**src/design/mbe_pkg.sv**
```systemverilog
// shared types, constants and fixed-point helpers for the escape-time evaluator
// no dependencies
`default_nettype none

package mbe_pkg;

    localparam int FRAC_BITS = 28;
    localparam int Z_W       = 32;
    localparam int LIMIT_W   = 8;
    localparam int COORD_W   = 11;
    localparam int STEP_W    = 31;
    localparam int CFG_IDX_W = 3;
    localparam int MAP_W     = STEP_W + COORD_W;
    localparam int MAP_SUM_W = MAP_W + 2;
    localparam int ACC_W     = Z_W + 2;

    // configuration register indexes
    localparam logic [CFG_IDX_W-1:0] CFG_LIMIT       = 3'd0;
    localparam logic [CFG_IDX_W-1:0] CFG_REAL_ORIGIN = 3'd1;
    localparam logic [CFG_IDX_W-1:0] CFG_REAL_STEP   = 3'd2;
    localparam logic [CFG_IDX_W-1:0] CFG_IMAG_ORIGIN = 3'd3;
    localparam logic [CFG_IDX_W-1:0] CFG_IMAG_STEP   = 3'd4;

    localparam logic [LIMIT_W-1:0]    RST_LIMIT       = 8'd100;
    localparam logic signed [Z_W-1:0] RST_REAL_ORIGIN = -32'sd939524096;
    localparam logic [STEP_W-1:0]     RST_REAL_STEP   = 31'd1468006;
    localparam logic signed [Z_W-1:0] RST_IMAG_ORIGIN = -32'sd536870912;
    localparam logic [STEP_W-1:0]     RST_IMAG_STEP   = 31'd1491308;

    // |z|^2 escape threshold, 4.0 in fixed point
    localparam logic [Z_W:0] ESC_BOUND = 33'd4 << FRAC_BITS;

    typedef struct packed {
        logic signed [Z_W-1:0] re;
        logic signed [Z_W-1:0] im;
    } cpoint_t;

    function automatic logic signed [Z_W-1:0] sat_map(input logic signed [MAP_SUM_W-1:0] v);
        logic [MAP_SUM_W-Z_W:0] hi;
        hi = v[MAP_SUM_W-1:Z_W-1];
        if ((&hi) || (~|hi))
            return v[Z_W-1:0];
        else
            return {v[MAP_SUM_W-1], {(Z_W-1){~v[MAP_SUM_W-1]}}};
    endfunction

    function automatic logic signed [Z_W-1:0] sat_acc(input logic signed [ACC_W-1:0] v);
        logic [ACC_W-Z_W:0] hi;
        hi = v[ACC_W-1:Z_W-1];
        if ((&hi) || (~|hi))
            return v[Z_W-1:0];
        else
            return {v[ACC_W-1], {(Z_W-1){~v[ACC_W-1]}}};
    endfunction

    // floor shift of a full product back to the fixed-point scale, then saturate
    function automatic logic signed [Z_W-1:0] fx_scale(input logic signed [2*Z_W-1:0] p);
        logic [2*Z_W-FRAC_BITS-Z_W:0] hi;
        hi = p[2*Z_W-1:FRAC_BITS+Z_W-1];
        if ((&hi) || (~|hi))
            return p[FRAC_BITS+Z_W-1:FRAC_BITS];
        else
            return {p[2*Z_W-1], {(Z_W-1){~p[2*Z_W-1]}}};
    endfunction

endpackage

`default_nettype wire

```
**src/design/mbe_front.sv**
```systemverilog
// front end: accepts pixel items and maps them to complex points c
// depends on mbe_pkg
`default_nettype none

module mbe_front (
    input  wire logic                        clk,
    input  wire logic                        rst_n,
    input  wire logic                        in_valid,
    output logic                             in_stall,
    input  wire logic [mbe_pkg::COORD_W-1:0] pixel_col,
    input  wire logic [mbe_pkg::COORD_W-1:0] pixel_row,
    input  wire logic signed [mbe_pkg::Z_W-1:0] real_origin,
    input  wire logic [mbe_pkg::STEP_W-1:0]  real_step,
    input  wire logic signed [mbe_pkg::Z_W-1:0] imag_origin,
    input  wire logic [mbe_pkg::STEP_W-1:0]  imag_step,
    input  wire logic                        queue_full,
    output logic                             push,
    output mbe_pkg::cpoint_t                 point
);
    import mbe_pkg::*;

    logic             valid_reg, valid_next;
    logic [MAP_W-1:0] re_prod_reg, im_prod_reg;
    logic             advance;

    assign advance  = !valid_reg || !queue_full;
    assign in_stall = !advance;
    assign push     = valid_reg && !queue_full;

    always_comb
    begin
        valid_next = valid_reg;
        if (advance)
            valid_next = in_valid;
    end

    always_ff @(posedge clk or negedge rst_n)
    begin
        if (!rst_n)
            valid_reg <= 1'b0;
        else
            valid_reg <= valid_next;
    end

    // step times index is exact, registered before the add
    always_ff @(posedge clk)
    begin
        if (advance && in_valid)
        begin
            re_prod_reg <= real_step * pixel_col;
            im_prod_reg <= imag_step * pixel_row;
        end
    end

    always_comb
    begin
        point.re = sat_map(MAP_SUM_W'(real_origin) + $signed({2'b00, re_prod_reg}));
        point.im = sat_map(MAP_SUM_W'(imag_origin) + $signed({2'b00, im_prod_reg}));
    end

endmodule

`default_nettype wire

```
**config.mk**
```make
export PLATFORM = sky130hd
export DESIGN_NAME = mbe_front
export DESIGN_NICKNAME = d
export VERILOG_FILES = /design/src/design/mbe_pkg.sv /design/src/design/mbe_front.sv
export SDC_FILE = /design/constraint.sdc
export NUM_CORES = 2
export LEC_CHECK = 0
export BUFFER_PORTS_ARGS = -buffer_cell sky130_fd_sc_hd__clkbuf_2
export CORE_ASPECT_RATIO = 2
export CORE_MARGIN = 8
export CORE_UTILIZATION = 38
export CTS_CLUSTER_SIZE = 24
export DETAILED_ROUTE_END_ITERATION = 16
export HOLD_SLACK_MARGIN = 0.08
export PLACE_DENSITY = 0.56
export RECOVER_POWER = 100
export SETUP_SLACK_MARGIN = 0.05
export SYNTH_ARGS = -nofsm -noshare
export SYNTH_HDL_FRONTEND = slang
export SYNTH_SLANG_ARGS = --single-unit
```
**constraint.sdc**
```tcl
create_clock -name clk -period 7.2 [get_ports clk]
set_input_delay 1.44 -clock clk [delete_from_list [all_inputs] [get_ports clk]]
set_output_delay 1.44 -clock clk [all_outputs]
set_load 0.01 [all_outputs]
```
# Word level (Yosys, flattened, before mapping)
# Cells that the tools add are included.
# word_totals
wordCells,25
output_inout_bits,66
regBits,85
in_bits,152
# op_classes
add_sub_neg,2
reduce_logical,14
multipliers,2
muxes,2
n_bitwise,2
# op_table
operator,count
32-bit by 43-bit adder with 44-bit output,2
31-bit by 11-bit multiplier with 42-bit output,2
32-bit 2-to-1 mux,2
13-bit AND reduction,2
13-bit OR reduction,2
1-bit zero test,5
1-bit logical OR,3
1-bit logical AND,2
1-bit inverter,2

# Depth between registers and ports, before layout
# depth
ltp_word,5
ltp_mapped,24
depth_no_buf,23

# Worst setup path before layout
# No wires, ideal clock.
# synth_timing
kind,input to register
startpoint,input port pixel_col[2] (netlist bit)
endpoint,register re_prod_reg[40] (data pin)
setup_time_ns,0.258
n_path_buf,1
path_stages,22
path_slack_ns,-0.048
required_ns,6.942
arrival_time_ns,6.991
path_cell_list,clkbuf_1 nand2_1 fa_1 fa_1 inv_1 fa_1 fa_1 inv_1 fa_1 inv_1 ha_1 a211oi_1 nand2_1 a2111o_1 a21oi_1 o31a_1 o21ai_0 or4_1 a41oi_1 o21ai_0 a21oi_1 xnor2_1
# synth_between
elab_chain_len,1
# synth_rtl
item,line_no,rtl
"start, declared",mbe_front.sv:10,"input wire logic [mbe_pkg::COORD_W-1:0] pixel_col,"
31-bit by 11-bit multiplier with 42-bit output,mbe_front.sv:50,re_prod_reg <= real_step * pixel_col;
"end signal, assigned",mbe_front.sv:50,
"end, declared",mbe_front.sv:23,"logic [MAP_W-1:0] re_prod_reg, im_prod_reg;"
# Every way passes these cells.
# A chain may end at the register's enable or synchronous reset.

# Worst setup path after layout
# layout_timing
startpoint,input port pixel_col[2] (netlist bit)
endpoint,register re_prod_reg[38] (data pin)
# The elaborated chain is that of the path after synthesis.

==> flow_summary.json <==
{
  "synth-main-ff-cell": "edfxtp_1",
  "multi_input_area_sq_um": 24000,
  "synth-edff-count": 84,
  "critical_path_class": "in2reg",
  "worst_path_max_delay_cell": "fa_1",
  "final_antenna_net_count": 0,
  "grt_antenna_before_repair": 8,
  "drtIter0Drc": 1095,
  "ctsHoldBuffers": 0,
  "syn_area_sq_um": 29200,
  "nFillCells": 7796,
  "drt_pass1_iterations": 5,
  "clock_tree.root_cell": "clkbuf_16",
  "hold_path_class": "reg2reg",
  "yosys_warnings": 0,
  "ios": 218,
  "wl_per_cell_microns": 20.7,
  "start_kind": "input port",
  "fin_cells": 4745,
  "fin_area_sq_um": 33400,
  "dieArea_sq_um": 86400,
  "syn_nets": 4304,
  "rsz0062_at_grt": "false",
  "crit_path_end_kind": "flip-flop",
  "post-route-period-util_pct": 96.6,
  "drive_gt1_share_pct": 13.8,
  "start_util_pct": 38.3,
  "synth-async-reset-ratio_pct": 1.18,
  "cts_tree": "built",
  "dp_hpwl_microns": 87300,
  "dpl_cell_area_sq_um": 33100,
  "finalCriticalPeriod_ns": 6.95,
  "final-hold-violation-count": 0,
  "ys_seq_area_share_pct": 8.74,
  "ys_seq_elements": 85,
  "slew_headroom_pct": -153,
  "status": "finished with violations",
  "drc": 0,
  "die_h_microns": 408,
  "grt_max_degree": 73,
  "grt_pass1_wl_microns": 151000,
  "vias": 24800,
  "place_congestion": 0.956,
  "cpMostUsedCell": "fa_1",
  "finClkSkew_ns": 0.0152,
  "seqCellArea_sq_um": 2550,
  "cts_buffers": 9,
  "worst_pin_slew_ns": 3.79,
  "clock_latency_ns": 0.35,
  "critPathRequiredTime_ns": 7.30,
  "cp.arrival_ns": 7.05,
  "final_nets": 4639,
  "synth_cell_types": 79,
  "coreArea_sq_um": 76000,
  "grtUsageTotal_pct": 22.9,
  "crit_chain": "clkbuf_4 > buf_4 > nand2_1 > fa_1 > fa_1 > fa_1 > inv_1 > fa_1 > fa_1 > ha_1 > a21o_1 > a21o_1 > a2111o_1 > a21oi_2 > o31a_1 > o21ai_2 > or4_4 > a41oi_4 > o21bai_1 > a21oi_1 > xnor2_1",
  "grt_overflow_total": 0,
  "vdd_drop_max_mv": 0.338,
  "first_global_vias": 27900,
  "violations": "capacitance limit, slew limit",
  "synthCells": 3384,
  "port_buffers": 217,
  "vias_per_cell": 5.23,
  "drv_slew": 87,
  "dp.cells": 4721,
  "cts_max_path_buffers": 2,
  "critPathMaxStageDelay_ns": 0.57,
  "setup_viol": 0,
  "drt_wl_total_microns": 98200,
  "rows": 143,
  "fmax_mhz": 144,
  "p_per_area_nw_per_um2": 568,
  "postSynthAreaPerCell_sq_um": 8.62,
  "clock_sinks": 85,
  "max-cap-violations": 2,
  "cts.htree.levels": 3,
  "leakagePower_nw": 16.2,
  "power_mw": 19.0,
  "syn_to_final_growth_pct": 14.5,
  "fp.dieW_microns": 212,
  "worstPathMaxFanout": 6,
  "clkTransAtPathRegs_ns": 0.08
}
area by class of cell:
type / count / share of cell area, %
clock inverters: 6 / 0.210
clock buffers: 10 / 0.686
flip-flops and latches: 85 / 7.63
inverters: 531 / 5.97
well taps: 1015 / 3.80
repair buffers: 502 / 9.87
multi-input cells: 2590 / 71.8
diodes: 6 / 0.0450
kinds of logic (layout without fill, tap and decap cells):
kind of cell | Yosys count | count (layout) | share of synthesized area, %
xor+xnor | 141 | 141 | 4.26
fa+ha+maj | 768 | 768 | 46.4
mux | 4 | 4 | 0.154
other cells | 0 | 6 | 0
simple gates | 1119 | 1119 | 18.7
flops | 85 | 85 | 8.74
compound gates | 558 | 558 | 12.5
buf+inv | 709 | 1049 | 9.24
final timing paths:
kind | endpoint | slack [ns] | start | cells past startpoint
min | valid_reg | 0.68 | valid_reg | 2
max | re_prod_reg[38] | 0.25 | pixel_col[2] | 21
max reg2reg | re_prod_reg[1] | 2.09 | valid_reg | 3
min in group asynchronous | valid_reg | 0.84 | rst_n | 1
min reg2reg | valid_reg | 0.68 | valid_reg | 2
max in group asynchronous | valid_reg | 6.27 | rst_n | 1
synth_stat cells (4+ instances only):
cell,number,share of area [%]
nor3_1,24,0.41
or2_2,8,0.17
nor2b_1,22,0.47
nand4_1,21,0.45
and4_1,4,0.12
a21boi_0,5,0.13
o2111ai_1,9,0.27
o21ai_0,97,1.7
nand2b_1,21,0.45
nand3_1,62,1.1
o211ai_1,16,0.41
buf_2,8,0.14
xnor2_1,94,2.8
nand2_1,502,6.5
inv_1,529,6.8
and2_1,297,6.4
clkbuf_1,167,2.1
o21bai_1,25,0.64
a221o_1,4,0.14
edfxtp_1,84,8.7
o31a_1,7,0.21
o22ai_1,5,0.11
a21oi_1,163,2.8
o31ai_1,5,0.13
nor2_1,101,1.3
o211a_1,4,0.14
and3_1,20,0.43
a311oi_1,5,0.15
a31oi_1,17,0.36
nor3b_1,4,0.10
xor2_1,46,1.4
a221oi_1,5,0.15
ha_1,246,11
fa_1,522,36
o21a_1,19,0.49
a21o_1,81,2.1
nor4_1,8,0.17
a2111oi_0,5,0.15
or3_1,6,0.13
a211oi_1,15,0.39
a21oi_2,31,0.93
o21ai_1,10,0.17
where the power goes:
part	internal (mW)	switching, mW
combinational	7.51	9.51
clock	0.272	0.212
sequential	1.35	0.132
total	9.13	9.85
per-stage QoR:
stage	hold WS (ns)	worst slack [ns]	utilization [%]	TNS, ns
finish	0.681	0.248	43.9	0
global route	0.725	0.0312	43.9	0
CTS	0.715	0.0624	43.9	0
detailed placement	0.697	-0.330	43.5	-2.39
global placement	0.684	-0.343	43.5	-2.42
floorplan	0.654	0.0503	-	0
cells in the final DEF (no fill, tap or decap), types with 32 or more instances in the layout:
master      n
inv_1     529
fa_1      519
nand2_1   502
and2_1    291
ha_1      246
buf_4     235
a21oi_1   162
clkbuf_2  155
nor2_1    101
o21ai_0    96
xnor2_1    95
edfxtp_1   84
a21o_1     81
clkbuf_1   70
nand3_1    62
xor2_1     46
a21oi_2    32
worst max-delay path: cells and delay by family:
kind | cells | cell delay (ns)
buffers and inverters | 3 | 0.36
AOI/OAI and AO/OA | 9 | 1.71
and+or+nand+nor | 2 | 0.58
adders and majority gates | 6 | 2.88
xor gates and xnor gates | 1 | 0.08
repair_timing:
item / 4_1_cts / 5_1_grt
setup buffers: 1 / 1
setup endpoints to repair: 1 / 37
resized for setup: 2 / 52
pin swaps: 1 / 13
layer usage:
| metal | routed length [microns] | share of wire, % | track usage, % |
|---|---|---|---|
| met1 | 27600 | 28 | 17.8 |
| met2 | 58200 | 59 | 48.4 |
| met3 | 3470 | 3.5 | 2.67 |
| met4 | 8950 | 9.1 | 17.1 |
| met5 | 27 | 0.027 | 0 |
Note: power is estimated with default switching activity, not from simulation.
