### config.mk
export PLATFORM = sky130hd
export DESIGN_NAME = mbe_queue
export DESIGN_NICKNAME = d
export VERILOG_FILES = /design/src/design/mbe_pkg.sv /design/src/design/mbe_queue.sv
export SDC_FILE = /design/constraint.sdc
export NUM_CORES = 1
export LEC_CHECK = 0
export ABC_AREA = 1
export BUFFER_PORTS_ARGS = -buffer_cell sky130_fd_sc_hd__buf_2
export CAP_MARGIN = 15
export CORE_MARGIN = 2
export CORE_UTILIZATION = 45
export DETAILED_ROUTE_END_ITERATION = 6
export SYNTH_ARGS = -nofsm -noshare
export SYNTH_HDL_FRONTEND = slang
export SYNTH_SLANG_ARGS = --single-unit
### constraint.sdc
create_clock -name clk -period 7.1 [get_ports clk]
set_clock_uncertainty 0.05 [all_clocks]
set_input_delay 0.355 -clock clk [delete_from_list [all_inputs] [get_ports clk]]
set_output_delay 0.355 -clock clk [all_outputs]
set_load 0.02 [all_outputs]
### src/design/mbe_pkg.sv
// shared types, constants and fixed-point helpers for the escape-time evaluator
// no dependencies
`default_nettype none

package mbe_pkg;

    localparam int FRAC_BITS = 28;
    localparam int Z_W       = 32;
    localparam int LIMIT_W   = 8;
    localparam int COORD_W   = 11;
    localparam int STEP_W    = 31;
    localparam int CFG_IDX_W = 3;
    localparam int MAP_W     = STEP_W + COORD_W;
    localparam int MAP_SUM_W = MAP_W + 2;
    localparam int ACC_W     = Z_W + 2;

    // configuration register indexes
    localparam logic [CFG_IDX_W-1:0] CFG_LIMIT       = 3'd0;
    localparam logic [CFG_IDX_W-1:0] CFG_REAL_ORIGIN = 3'd1;
    localparam logic [CFG_IDX_W-1:0] CFG_REAL_STEP   = 3'd2;
    localparam logic [CFG_IDX_W-1:0] CFG_IMAG_ORIGIN = 3'd3;
    localparam logic [CFG_IDX_W-1:0] CFG_IMAG_STEP   = 3'd4;

    localparam logic [LIMIT_W-1:0]    RST_LIMIT       = 8'd100;
    localparam logic signed [Z_W-1:0] RST_REAL_ORIGIN = -32'sd939524096;
    localparam logic [STEP_W-1:0]     RST_REAL_STEP   = 31'd1468006;
    localparam logic signed [Z_W-1:0] RST_IMAG_ORIGIN = -32'sd536870912;
    localparam logic [STEP_W-1:0]     RST_IMAG_STEP   = 31'd1491308;

    // |z|^2 escape threshold, 4.0 in fixed point
    localparam logic [Z_W:0] ESC_BOUND = 33'd4 << FRAC_BITS;

    typedef struct packed {
        logic signed [Z_W-1:0] re;
        logic signed [Z_W-1:0] im;
    } cpoint_t;

    function automatic logic signed [Z_W-1:0] sat_map(input logic signed [MAP_SUM_W-1:0] v);
        logic [MAP_SUM_W-Z_W:0] hi;
        hi = v[MAP_SUM_W-1:Z_W-1];
        if ((&hi) || (~|hi))
            return v[Z_W-1:0];
        else
            return {v[MAP_SUM_W-1], {(Z_W-1){~v[MAP_SUM_W-1]}}};
    endfunction

    function automatic logic signed [Z_W-1:0] sat_acc(input logic signed [ACC_W-1:0] v);
        logic [ACC_W-Z_W:0] hi;
        hi = v[ACC_W-1:Z_W-1];
        if ((&hi) || (~|hi))
            return v[Z_W-1:0];
        else
            return {v[ACC_W-1], {(Z_W-1){~v[ACC_W-1]}}};
    endfunction

    // floor shift of a full product back to the fixed-point scale, then saturate
    function automatic logic signed [Z_W-1:0] fx_scale(input logic signed [2*Z_W-1:0] p);
        logic [2*Z_W-FRAC_BITS-Z_W:0] hi;
        hi = p[2*Z_W-1:FRAC_BITS+Z_W-1];
        if ((&hi) || (~|hi))
            return p[FRAC_BITS+Z_W-1:FRAC_BITS];
        else
            return {p[2*Z_W-1], {(Z_W-1){~p[2*Z_W-1]}}};
    endfunction

endpackage

`default_nettype wire

### src/design/mbe_queue.sv
// four-entry queue of mapped points between front end and iteration core
// depends on mbe_pkg
`default_nettype none

module mbe_queue (
    input  wire logic             clk,
    input  wire logic             rst_n,
    input  wire logic             push,
    input  wire mbe_pkg::cpoint_t wdata,
    input  wire logic             pop,
    output mbe_pkg::cpoint_t      rdata,
    output logic                  full,
    output logic                  empty
);
    import mbe_pkg::*;

    localparam int DEPTH = 4;
    localparam int PTR_W = $clog2(DEPTH);

    cpoint_t            mem_reg [DEPTH];
    logic [PTR_W-1:0]   wr_ptr_reg, wr_ptr_next;
    logic [PTR_W-1:0]   rd_ptr_reg, rd_ptr_next;
    logic [PTR_W:0]     count_reg, count_next;
    logic               do_push, do_pop;

    assign full    = (count_reg == (PTR_W+1)'(DEPTH));
    assign empty   = (count_reg == '0);
    assign do_push = push && !full;
    assign do_pop  = pop && !empty;
    assign rdata   = mem_reg[rd_ptr_reg];

    always_comb
    begin
        wr_ptr_next = wr_ptr_reg + PTR_W'(do_push);
        rd_ptr_next = rd_ptr_reg + PTR_W'(do_pop);
        count_next  = count_reg + (PTR_W+1)'(do_push) - (PTR_W+1)'(do_pop);
    end

    always_ff @(posedge clk or negedge rst_n)
    begin
        if (!rst_n)
        begin
            wr_ptr_reg <= '0;
            rd_ptr_reg <= '0;
            count_reg  <= '0;
        end
        else
        begin
            wr_ptr_reg <= wr_ptr_next;
            rd_ptr_reg <= rd_ptr_next;
            count_reg  <= count_next;
        end
    end

    always_ff @(posedge clk)
    begin
        if (do_push)
            mem_reg[wr_ptr_reg] <= wdata;
    end

endmodule

`default_nettype wire

After elaboration in Yosys (flattened, before gate mapping)
Memory sizes are Yosys's and may differ from the RTL's.
Index checks and enable logic that the tools add are counted.
Widths: inputs -> output; s select.
{"block": "word_totals", "out_inout_bits": 66, "mem_count": 1, "ram_bits": 256, "input_bits": 68, "ff_bits": 7, "elab_cells": 16}
{"block": "op_classes", "n_mux": 2, "n_reduce_logical": 5, "n_eq_ne": 1, "addsub": 4}
{"memory": "mem_reg", "depth": 4, "width": 64, "rd": 1, "rd_ports_with_merged_regs": 0, "write_ports": 1, "line_no": "mbe_queue.sv:20", "source": "cpoint_t mem_reg [DEPTH];"}
{"operator": "$add 2x1->2", "count": 2}
{"operator": "$add 3x1->3", "count": 1}
{"operator": "$eq 3x3->1 const B", "count": 1}
{"operator": "$logic_not 3->1", "count": 1}
{"operator": "$sub 3x1->3", "count": 1}
{"operator": "$logic_and 1x1->1", "count": 2}
{"operator": "$logic_not 1->1", "count": 2}
{"operator": "$mux 1", "count": 2}

Depth between registers and ports, before layout
Gate-level depths: netlist of the first run.
{"block": "depth", "ltp_word": 5, "ltp_mapped": 8, "mapped_depth_nobuf": 8}

Worst setup path after synthesis of the first run
OpenSTA, ideal clock, no wires.
{"block": "synth_timing", "path_type": "register to register", "start": "reg count_reg[1]", "end": "mem mem_reg[0][0] (netlist name) (enable)", "setup_time_ns": 0.486, "setup_slack_ns": 3.283, "required_time_ns": 6.564, "n_path_buf": 0, "arrival_ns": 3.281, "synth_period_minus_slack_ns": 3.817, "path_stages_with_launch": 5, "path_cell_list": "dfrtp_1 inv_1 nand2_1 o21ai_2 nor2_1"}
{"block": "synth_via", "elab_chain_len": 5}
{"element": "from (decl)", "line_no": "mbe_queue.sv:23", "source": "logic [PTR_W:0] count_reg, count_next;"}
{"element": "from (signal assigned)", "line_no": "mbe_queue.sv:51", "source": "count_reg <= count_next;"}
{"element": "$eq 3x3->1", "line_no": "mbe_queue.sv:26", "source": "assign full = (count_reg == (PTR_W+1)'(DEPTH));"}
{"element": "$logic_not 1->1", "line_no": "mbe_queue.sv:28", "source": "assign do_push = push && !full;"}
{"element": "$logic_and 1x1->1", "line_no": "mbe_queue.sv:28"}
{"element": "$mux 1", "line_no": "mbe_queue.sv:57", "source": "if (do_push)"}
{"element": "$mux 1 (not written as such)", "line_no": "mbe_queue.sv:58", "source": "mem_reg[wr_ptr_reg] <= wdata;"}
{"element": "to (decl)", "line_no": "mbe_queue.sv:20"}
Every way passes these cells.

==> results of run 1 <==
==> what timing repair did <==
| action | in CTS | in global routing |
|---|---|---|
| hold endpoints to repair | 262 | 0 |
| setup endpoints to repair | 0 | 0 |
| hold buffers | 65 | 0 |
==> cell families (layout without fill, tap and decap cells) <==
kind of cell,Yosys count,count (layout)
AOI/OAI and AO/OA,195,195
xor gates and xnor gates,2,2
adders and majority gates,3,3
buffers and inverters,50,263
DFF,263,263
and+or+nand+nor,217,217
==> worst min-delay path, cell delays in order <==
cell     delay, ns
buf_2         0.13
nand4_1       0.09
nand2_1       0.05
==> layout by cell type, fill, tap and decap left out, drive strengths merged <==
cell type,instances
buf,140
nor2,198
nand4,1
dfrtp,7
clkinv,13
a21boi,2
edfxtp,256
xnor2,1
o21ai,193
clkbuf,32
dlygate4sd3,65
xor2,1
nand2,17
inv,7
ha,2
clkinvlp,2
nand3,1
fa,1
bufinv,4
==> layout make-up <==
class / count / area (um2) / share of cell area
Timing Repair Buffer: 205 / 1369 / 0.1099
Sequential cell: 263 / 7866 / 0.6319
Clock buffer: 32 / 737.0 / 0.05920
Inverter: 7 / 30.03 / 0.002412
Clock inverter: 19 / 201.4 / 0.01618
Multi-Input combinational cell: 417 / 1896 / 0.1523
Tap cell: 280 / 350.3 / 0.02814
==> worst max-delay path by stage <==
stage,cells past startpoint,endpoint,slack (ns)
after global placement,5,rdata[51],4.06
after detailed placement,5,rdata[51],4.04
after global routing,5,rdata[51],3.26
after CTS,5,rdata[51],3.48
after floorplan,4,mem_reg[0][0],3.28
final,5,rdata[51],3.48
==> routing by layer <==
layer  global-route usage  vias up
met5                    0        -
met4              0.05417        0
met3              0.03100       42
met2               0.2919      132
met1               0.2242     2973
li1                     -     3025
==> report_power, final <==
part / total, mW / leakage (nW) / internal (mW) / switching (mW)
combinational: 1.85 / 1.57 / 0.545 / 1.31
clock: 1.46 / 0.465 / 0.888 / 0.572
sequential: 2.19 / 2.43 / 2.06 / 0.128
total: 5.50 / 4.46 / 3.49 / 2.00
==> results.yml, run 1 <==
drt:
  vias: 6172
  dr.pass1.iters: 4
  wl_met1_mm: 9.228
  drc: 0
  wl_met3_um: 883
  met2_length_mm: 9.835
  highest_layer: "met4"
  wl_per_cell_um: 16.72
  wl_mm: 20.45
  drt_iter0_drc: 410
  vias_per_cell: 5.047
  detail-route-antenna-nets: 0
synthesis:
  netlist.area_leader.share: 0.7625
  synthTopCellsByArea: "edfxtp_1 (76%), o21ai_1 (7.5%), nor2_1 (7.4%)"
  synth_common_cells: "edfxtp_1 (256), nor2_1 (198), o21ai_1 (152), o21ai_0 (40), buf_2 (20)"
  synth_most_common_cell: "edfxtp_1"
  avgSynthCellArea_um2: 13.81
  synth_top_area_cell: "edfxtp_1"
  dominantRegCellSynth: "edfxtp_1"
  synth_fa_ha_area_frac: 0.004468
  syn_inst: 730
  synth_fp_nets: 801
  synth.area.mux_share: 0
  synth_top_family_by_area: "compound AO/OA/AOI/OAI gates"
  async_flop_share: 0.02662
  synth_compound_area_frac: 0.09767
  ys_ff_latch: 263
  yosys_warnings: 0
  ys_types: 20
  synthSimpleGateAreaFrac: 0.08116
  ys_seq_area_frac: 0.7798
  synth_xor_area_frac: 0.001737
  synth_edf_count: 256
  syn-cell-area_mm2: 0.01008
job:
  drv_cap: 0
grt:
  grt_usage: 0.1711
  grt_pass1_wl_mm: 32.35
  antenna_found_initial: 0
  grt_max_degree: 74
  grt_overflow: 0
  grt_pass1_vias: 6150
critical_path:
  cp-start-kind: "flop"
  rrSetupSlack_ns: 4.46
  worstRegToRegCells: 5
  path_delay_family: "buffers and inverters"
  crit_type: "reg2out"
  cp.required_ns: 6.69
  worst-path-max-fanout: 71
  r2r-end: "mem_reg[2][53]"
  path_buf_inv: 3
  r2r-start: "count_reg[1]"
  crit_path_end_kind: "output pin"
  startpoint: "rd_ptr_reg[0]"
  cpPeakStageDelay_ns: 0.74
  crit_chain: "inv_4, buf_4, o21ai_0, o21ai_1, buf_2"
  arrival_ns: 3.21
  cp_slowest_cell: "dfrtp_4"
floorplanning:
  coreArea_mm2: 0.02189
  chipHeight_um: 153.7
  die_x_um: 153.7
  design.die.area_mm2: 0.02362
  row_count: 54
  io_pins: 134
  floorplan.initialDensity: 0.4606
finish:
  fin_nets: 994
  finish.instance_area_mm2: 0.01245
  syn_to_final_growth_pct: 23.48
  largest_reg_flops: 256
  nFillCells: 1775
  diodes: 0
  utilization: 0.5687
  fin_cells: 1223
  drive_above_1_share: 0.2057
pwr:
  ir_drop_mv: 0.2394
  p_leak_nw: 4.462
  p_total_mw: 5.495
  powerDensity_mw_per_mm2: 441.4
place:
  dp_hpwl_mm: 10.73
  gp_congestion: 0.7492
  numPortBuffers: 133
  pre_cts_ws_ns: 4.041
  dpl_cell_area_mm2: 0.01086
  dp_cells: 1107
timing:
  fmax_mhz: 276.4
  worst_slack_ns: 3.482
  post-route-period-util: 0.5096
  fin_crit_ns: 3.618
  relSlewSlack: 0.2611
  fin_tns_setup_ns: 0
  worst_slew_pin_slew_ns: 1.106
  worst_hold_slack_ns: 0.09271
  rsz0062_at_grt: "no"
  finalHoldViolations: 0
  drv_slew: 0
  setup-violations-final: 0
min_path:
  min_delay_path_depth: 3
  min_to: "rd_ptr_reg[1]"
  hp-start: "pop"
  hold_class: "in2reg"
clock_network:
  cts-resized-gates: 0
  cts_buffers: 29
  cts_root_buffer: "clkbuf_16"
  cts_setup_buffers: 0
  cts_tree: "yes"
  clockBufferDepth: 3
  htreeDepth: 1
  clkSinkCount: 263
  clk_pin_slew_ns: 0.05
  clk_latency_ns: 0.52
outcome:
  run_status: "completed"
Power figures use the tool's default switching activity.
==> run 2: changes to the inputs <==
- ABC_AREA: 1 -> 0
- PLACE_DENSITY: not set -> 0.65
- clock period: 7.1 -> 3.7 ns (I/O delays scaled with it)
==> run 2 against run 1 <==
Die area shrank 4.4%. Register-to-register slack worse by 3.1 ns. Final area decreased by 2.0%. Hold slack improved by 0.019 ns. Sequential share of layout area is 1.3 points higher. Clock power is 79% higher. Non-clock buffer count rose by 6. Largest power group unchanged. Highest routed layer unchanged.
==> results.yml, run 2 <==
clock_network:
  cts_root_buffer: "clkbuf_16"
  htreeDepth: 1
  clkSinkCount: 263
  clk_latency_ns: 0.52
  clk_pin_slew_ns: 0.06
  cts_tree: "yes"
  cts-resized-gates: 0
  clockBufferDepth: 3
  cts_buffers: 27
synthesis:
  synth_common_cells: "edfxtp_1 (256), mux4_2 (64), dfrtp_1 (7), buf_2 (6), buf_6 (5)"
  async_flop_share: 0.02662
  syn_inst: 365
  synth_fp_nets: 436
  netlist.area_leader.share: 0.7989
  ys_types: 25
  ys_ff_latch: 263
  syn-cell-area_mm2: 0.009623
  synthTopCellsByArea: "edfxtp_1 (80%), mux4_2 (15%), dfrtp_1 (1.8%)"
  synth_most_common_cell: "edfxtp_1"
  synth_top_area_cell: "edfxtp_1"
  ys_seq_area_frac: 0.8171
  dominantRegCellSynth: "edfxtp_1"
  yosys_warnings: 0
  avgSynthCellArea_um2: 26.36
  synth_edf_count: 256
timing:
  relSlewSlack: 0.3097
  fmax_mhz: 358.5
  fin_tns_setup_ns: 0
  post-route-period-util: 0.7539
  drv_slew: 0
  worst_slack_ns: 0.9107
  finalHoldViolations: 0
  worst_hold_slack_ns: 0.1117
  worst_slew_pin_slew_ns: 1.035
  rsz0062_at_grt: "no"
  fin_crit_ns: 2.789
  setup-violations-final: 0
finish:
  drive_above_1_share: 0.4148
  final_common_cell: "edfxtp_1"
  diodes: 0
  largest_reg_flops: 256
  finish.instance_area_mm2: 0.01220
  utilization: 0.5803
  nFillCells: 1537
  multi_input_area_mm2: 0.001700
  fin_nets: 662
  seq_area_mm2: 0.007870
  layout_common_cells: "edfxtp_1 (256), buf_2 (133), dlygate4sd3_1 (67)"
  syn_to_final_growth_pct: 26.76
  fin_cells: 885
floorplanning:
  row_count: 53
  coreArea_mm2: 0.02102
  io_pins: 134
  chipHeight_um: 150.2
  die_x_um: 150.2
  design.die.area_mm2: 0.02257
  floorplan.initialDensity: 0.4578
place:
  dp_cells: 770
  numPortBuffers: 133
  dpl_cell_area_mm2: 0.01067
  dp_hpwl_mm: 9.755
  gp_congestion: 0.7379
  pre_cts_ws_ns: 1.349
critical_path:
  cp.required_ns: 3.46
  crit_path_end_kind: "output pin"
  r2r-start: "count_reg[2]"
  crit_type: "reg2out"
  worstRegToRegCells: 3
  arrival_ns: 2.55
  cp-start-kind: "flop"
  rrSetupSlack_ns: 1.41
  r2r-end: "mem_reg[3][7]"
  worst-path-max-fanout: 32
grt:
  antenna_found_initial: 0
  grt_pass1_vias: 4872
  grt_overflow: 0
  grt_max_degree: 66
  grt_pass1_wl_mm: 26.48
  grt_usage: 0.1544
min_path:
  hp-start: "push"
  min_delay_path_depth: 3
  hold_class: "in2reg"
  min_to: "wr_ptr_reg[0]"
drt:
  vias_per_cell: 5.167
  wl_mm: 17.29
  detail-route-antenna-nets: 0
  dr.pass1.iters: 4
  vias: 4573
  wl_per_cell_um: 19.54
  drc: 0
  drt_iter0_drc: 223
pwr:
  pwr-share-comb: 0.287
  powerDensity_mw_per_mm2: 803.6
  p_sw_mw: 3.038
  p_leak_nw: 4.203
  power_frac_clock: 0.266
  ir_drop_mv: 0.5251
  p_total_mw: 9.803
  seq_power_share: 0.447
  power.internal_mw: 6.764
  switching_share: 0.3099
outcome:
  run_status: "completed"
job:
  drv_cap: 0
run 2: cell count changes in the layout (fill, tap and decap cells not counted), moves of 9 or more:
cell	before	now
o21ai_1	152	0
nand2_1	17	0
clkinv_2	11	2
nor2_1	194	2
mux4_2	0	64
o21ai_0	40	0
run 2: metal layers:
metal,share of wire,up-vias,global-route usage
met3,0.056,29,0.02909
li1,-,2042,-
met5,0,-,0
met4,0.016,0,0.03962
met1,0.43,2379,0.2138
met2,0.49,123,0.2564
run 2: worst max-delay path by stage:
| stage | startpoint | endpoint | slack (ns) |
|---|---|---|---|
| floorplan | count_reg[2] | mem_reg[2][0] | -1.31 |
| global placement | rd_ptr_reg[0] | rdata[35] | 1.36 |
| detailed placement | rd_ptr_reg[0] | rdata[56] | 1.35 |
| CTS | rd_ptr_reg[0] | rdata[56] | 0.79 |
| global route | rd_ptr_reg[0] | rdata[35] | 0.70 |
| finish | rd_ptr_reg[0] | rdata[56] | 0.91 |
run 2: worst max-delay path, cell delays in order, from the launching register on:
cell	delay, ns
dfrtp_4	0.86
buf_4	0.43
mux4_2	0.56
buf_2	0.18
run 2: cell type report:
cell class	count	area share
Timing Repair Buffer	211	0.1163
Inverter	1	0.0003077
Sequential cell	263	0.6452
Clock buffer	32	0.05693
Tap cell	275	0.02821
Multi-Input combinational cell	87	0.1394
Clock inverter	16	0.01364
run 2: cells by family after synthesis:
kind of cell / after synthesis / synth area share
AO/OA/AOI/OAI: 4 / 0.003381
XOR/XNOR: 5 / 0.004551
adder cells (fa/ha/maj): 3 / 0.004680
buffers and inverters: 15 / 0.01131
flip-flops: 263 / 0.8171
multiplexers: 65 / 0.1508
AND/OR/NAND/NOR: 10 / 0.008192
run 2: timing repair:
action | 4_1_cts | 5_1_grt
hold buffers | 67 | 0
buffers inserted | 0 | 0
endpoints found under the hold margin | 265 | 0
run 2: power groups by stage:
stage	clock [mW]	combinational (mW)	sequential [mW]
2_1_floorplan	0	2.18	4.17
3_3_place_gp	0	2.80	4.42
3_5_place_dp	0	2.82	4.46
4_1_cts	2.68	2.88	4.40
5_1_grt	2.79	3.02	4.47
6_report	2.61	2.81	4.38
==> run 3: changes to the inputs <==
- clock period: 3.7 -> 2.8 ns (I/O delays scaled with it)
==> run 3 against run 2 <==
Critical path depth did not move. Wire length rose by 2.6%. Clock power rose by 41%. Via count rose by 0.90%. Sequential cell count did not move. First-iteration DRC count fell by 9.9%. Count of clock-buffer cells in the layout did not move. Utilization rose by 0.73 points. Largest cell class unchanged. Combinational power rose by 42%. Non-clock buffer count rose by 4.
==> results.yml, run 3 (synthesis results as in run 2) <==
finish:
  fin_nets: 666
  drive_above_1_share: 0.4235
  fin_cells: 889
  largest_reg_flops: 256
  final_common_cell: "edfxtp_1"
  layout_common_cells: "edfxtp_1 (256), buf_2 (133), dlygate4sd3_1 (67)"
  diodes: 0
  utilization: 0.5876
  syn_to_final_growth_pct: 28.36
grt:
  grt_usage: 0.1604
  use_met1: 0.2073
  grt_max_degree: 48
  grt_overflow: 0
  grt_pass1_vias: 5000
  antenna_found_initial: 0
  grt_pass1_wl_mm: 27.54
  gr-usage-met3: 0.03242
  busiest_layer: "met2"
  gr-usage-met2: 0.2772
pwr:
  seq_power_share: 0.424
  pwr-share-comb: 0.299
  p_sw_mw: 4.093
  power.internal_mw: 9.225
  power_frac_clock: 0.277
  ir_drop_mv: 0.5970
  switching_share: 0.3073
  powerDensity_mw_per_mm2: 1078
  p_leak_nw: 4.265
timing:
  relSlewSlack: 0.5600
  fin_crit_ns: 2.490
  setup-violations-final: 0
  worst_slack_ns: 0.3095
  fin_tns_setup_ns: 0
  post-route-period-util: 0.8895
  worst_hold_slack_ns: 0.06965
  worst_slew_pin_slew_ns: 0.6601
  finalHoldViolations: 0
  drv_slew: 0
  rsz0062_at_grt: "no"
  fmax_mhz: 401.5
outcome:
  run_status: "completed"
clock_network:
  cts_hold_buf: 67
  clkSinkCount: 263
  cts_tree: "yes"
  cts_root_buffer: "clkbuf_16"
  clk_latency_ns: 0.53
  clk_pin_slew_ns: 0.06
  clockBufferDepth: 3
  htreeDepth: 1
  cts_buffers: 27
  cts_setup_buffers: 0
  cts-resized-gates: 0
critical_path:
  rrSetupSlack_ns: 0.75
  crit_type: "reg2out"
  arrival_ns: 2.30
  r2r-end: "count_reg[2]"
  crit_path_end_kind: "output pin"
  cp.required_ns: 2.61
  worstRegToRegCells: 5
  r2r-start: "count_reg[1]"
  startpoint: "rd_ptr_reg[0]"
  cp-start-kind: "flop"
  worst-path-max-fanout: 24
floorplanning:
  design.die.area_mm2: 0.02257
  row_count: 53
  floorplan.initialDensity: 0.4578
  coreArea_mm2: 0.02102
  chipHeight_um: 150.2
  io_pins: 134
  die_x_um: 150.2
drt:
  detail-route-antenna-nets: 0
  wl_per_cell_um: 19.97
  vias: 4614
  dr.pass1.iters: 4
  drt_iter0_drc: 201
  drc: 0
  vias_per_cell: 5.190
  wl_mm: 17.75
place:
  dp_hpwl_mm: 10.38
  dp_cells: 774
  pre_cts_ws_ns: 0.7146
  numPortBuffers: 133
  gp_congestion: 0.6942
min_path:
  hold_class: "in2reg"
  hp-start: "push"
  min_to: "wr_ptr_reg[0]"
  min_delay_path_depth: 3
job:
  drv_cap: 0
==> run 3: cell types whose count changed in the layout (fill, tap and decap cells not counted) <==
cell / previous run / this run
inv_8: 1 / 0
nor3b_4: 0 / 1
inv_6: 1 / 2
nor3b_2: 1 / 0
clkinv_4: 1 / 0
bufinv_16: 3 / 5
clkinv_1: 6 / 3
clkinvlp_4: 2 / 4
clkinv_2: 2 / 1
buf_12: 0 / 4
inv_16: 0 / 1
==> run 3: power groups by stage <==
stage               clock [mW]  combinational (mW)  sequential (mW)
global placement             0                3.95             5.69
global route              3.93                4.28             5.74
detailed placement           0                4.00             5.76
floorplan                    0                2.92             5.48
finish                    3.69                3.99             5.64
CTS                       3.79                4.09             5.67
==> run 3: cell type report <==
cell class	instances	area, um2
Tap cell	275	344.1
Multi-Input combinational cell	87	1707
Inverter	1	3.754
Timing Repair Buffer	215	1499
Fill cell	1542	8670
Clock inverter	16	234.0
Sequential cell	263	7870
Clock buffer	32	694.4
==> run 3: per-stage QoR <==
step / cell area [um2] / power [mW]
6_report: 12350 / 13.32
5_1_grt: 12350 / 13.96
4_1_cts: 12350 / 13.55
3_5_place_dp: 10750 / 9.753
3_3_place_gp: 10750 / 9.645
2_1_floorplan: 9676 / 8.400
==> run 3: worst max path at each step <==
stage	endpoint	slack, ns	cells past startpoint
after floorplan	mem_reg[2][0]	-0.53	2
after global placement	rdata[63]	0.81	3
after detailed placement	count_reg[2]	0.71	5
after CTS	rdata[63]	0.23	3
after global routing	rdata[33]	0.17	3
final	rdata[62]	0.31	3
==> run 3: critical path, stage by stage, from the launching register on <==
cell and delay (ns):
dfrtp_4 0.77, buf_4 0.29, mux4_2 0.52, buf_2 0.18
==> run 3: metal layers <==
layer,vias to the layer above,share of wire
li1,2050,-
met1,2422,0.41
met2,115,0.51
met3,27,0.052
met4,0,0.020
met5,-,0
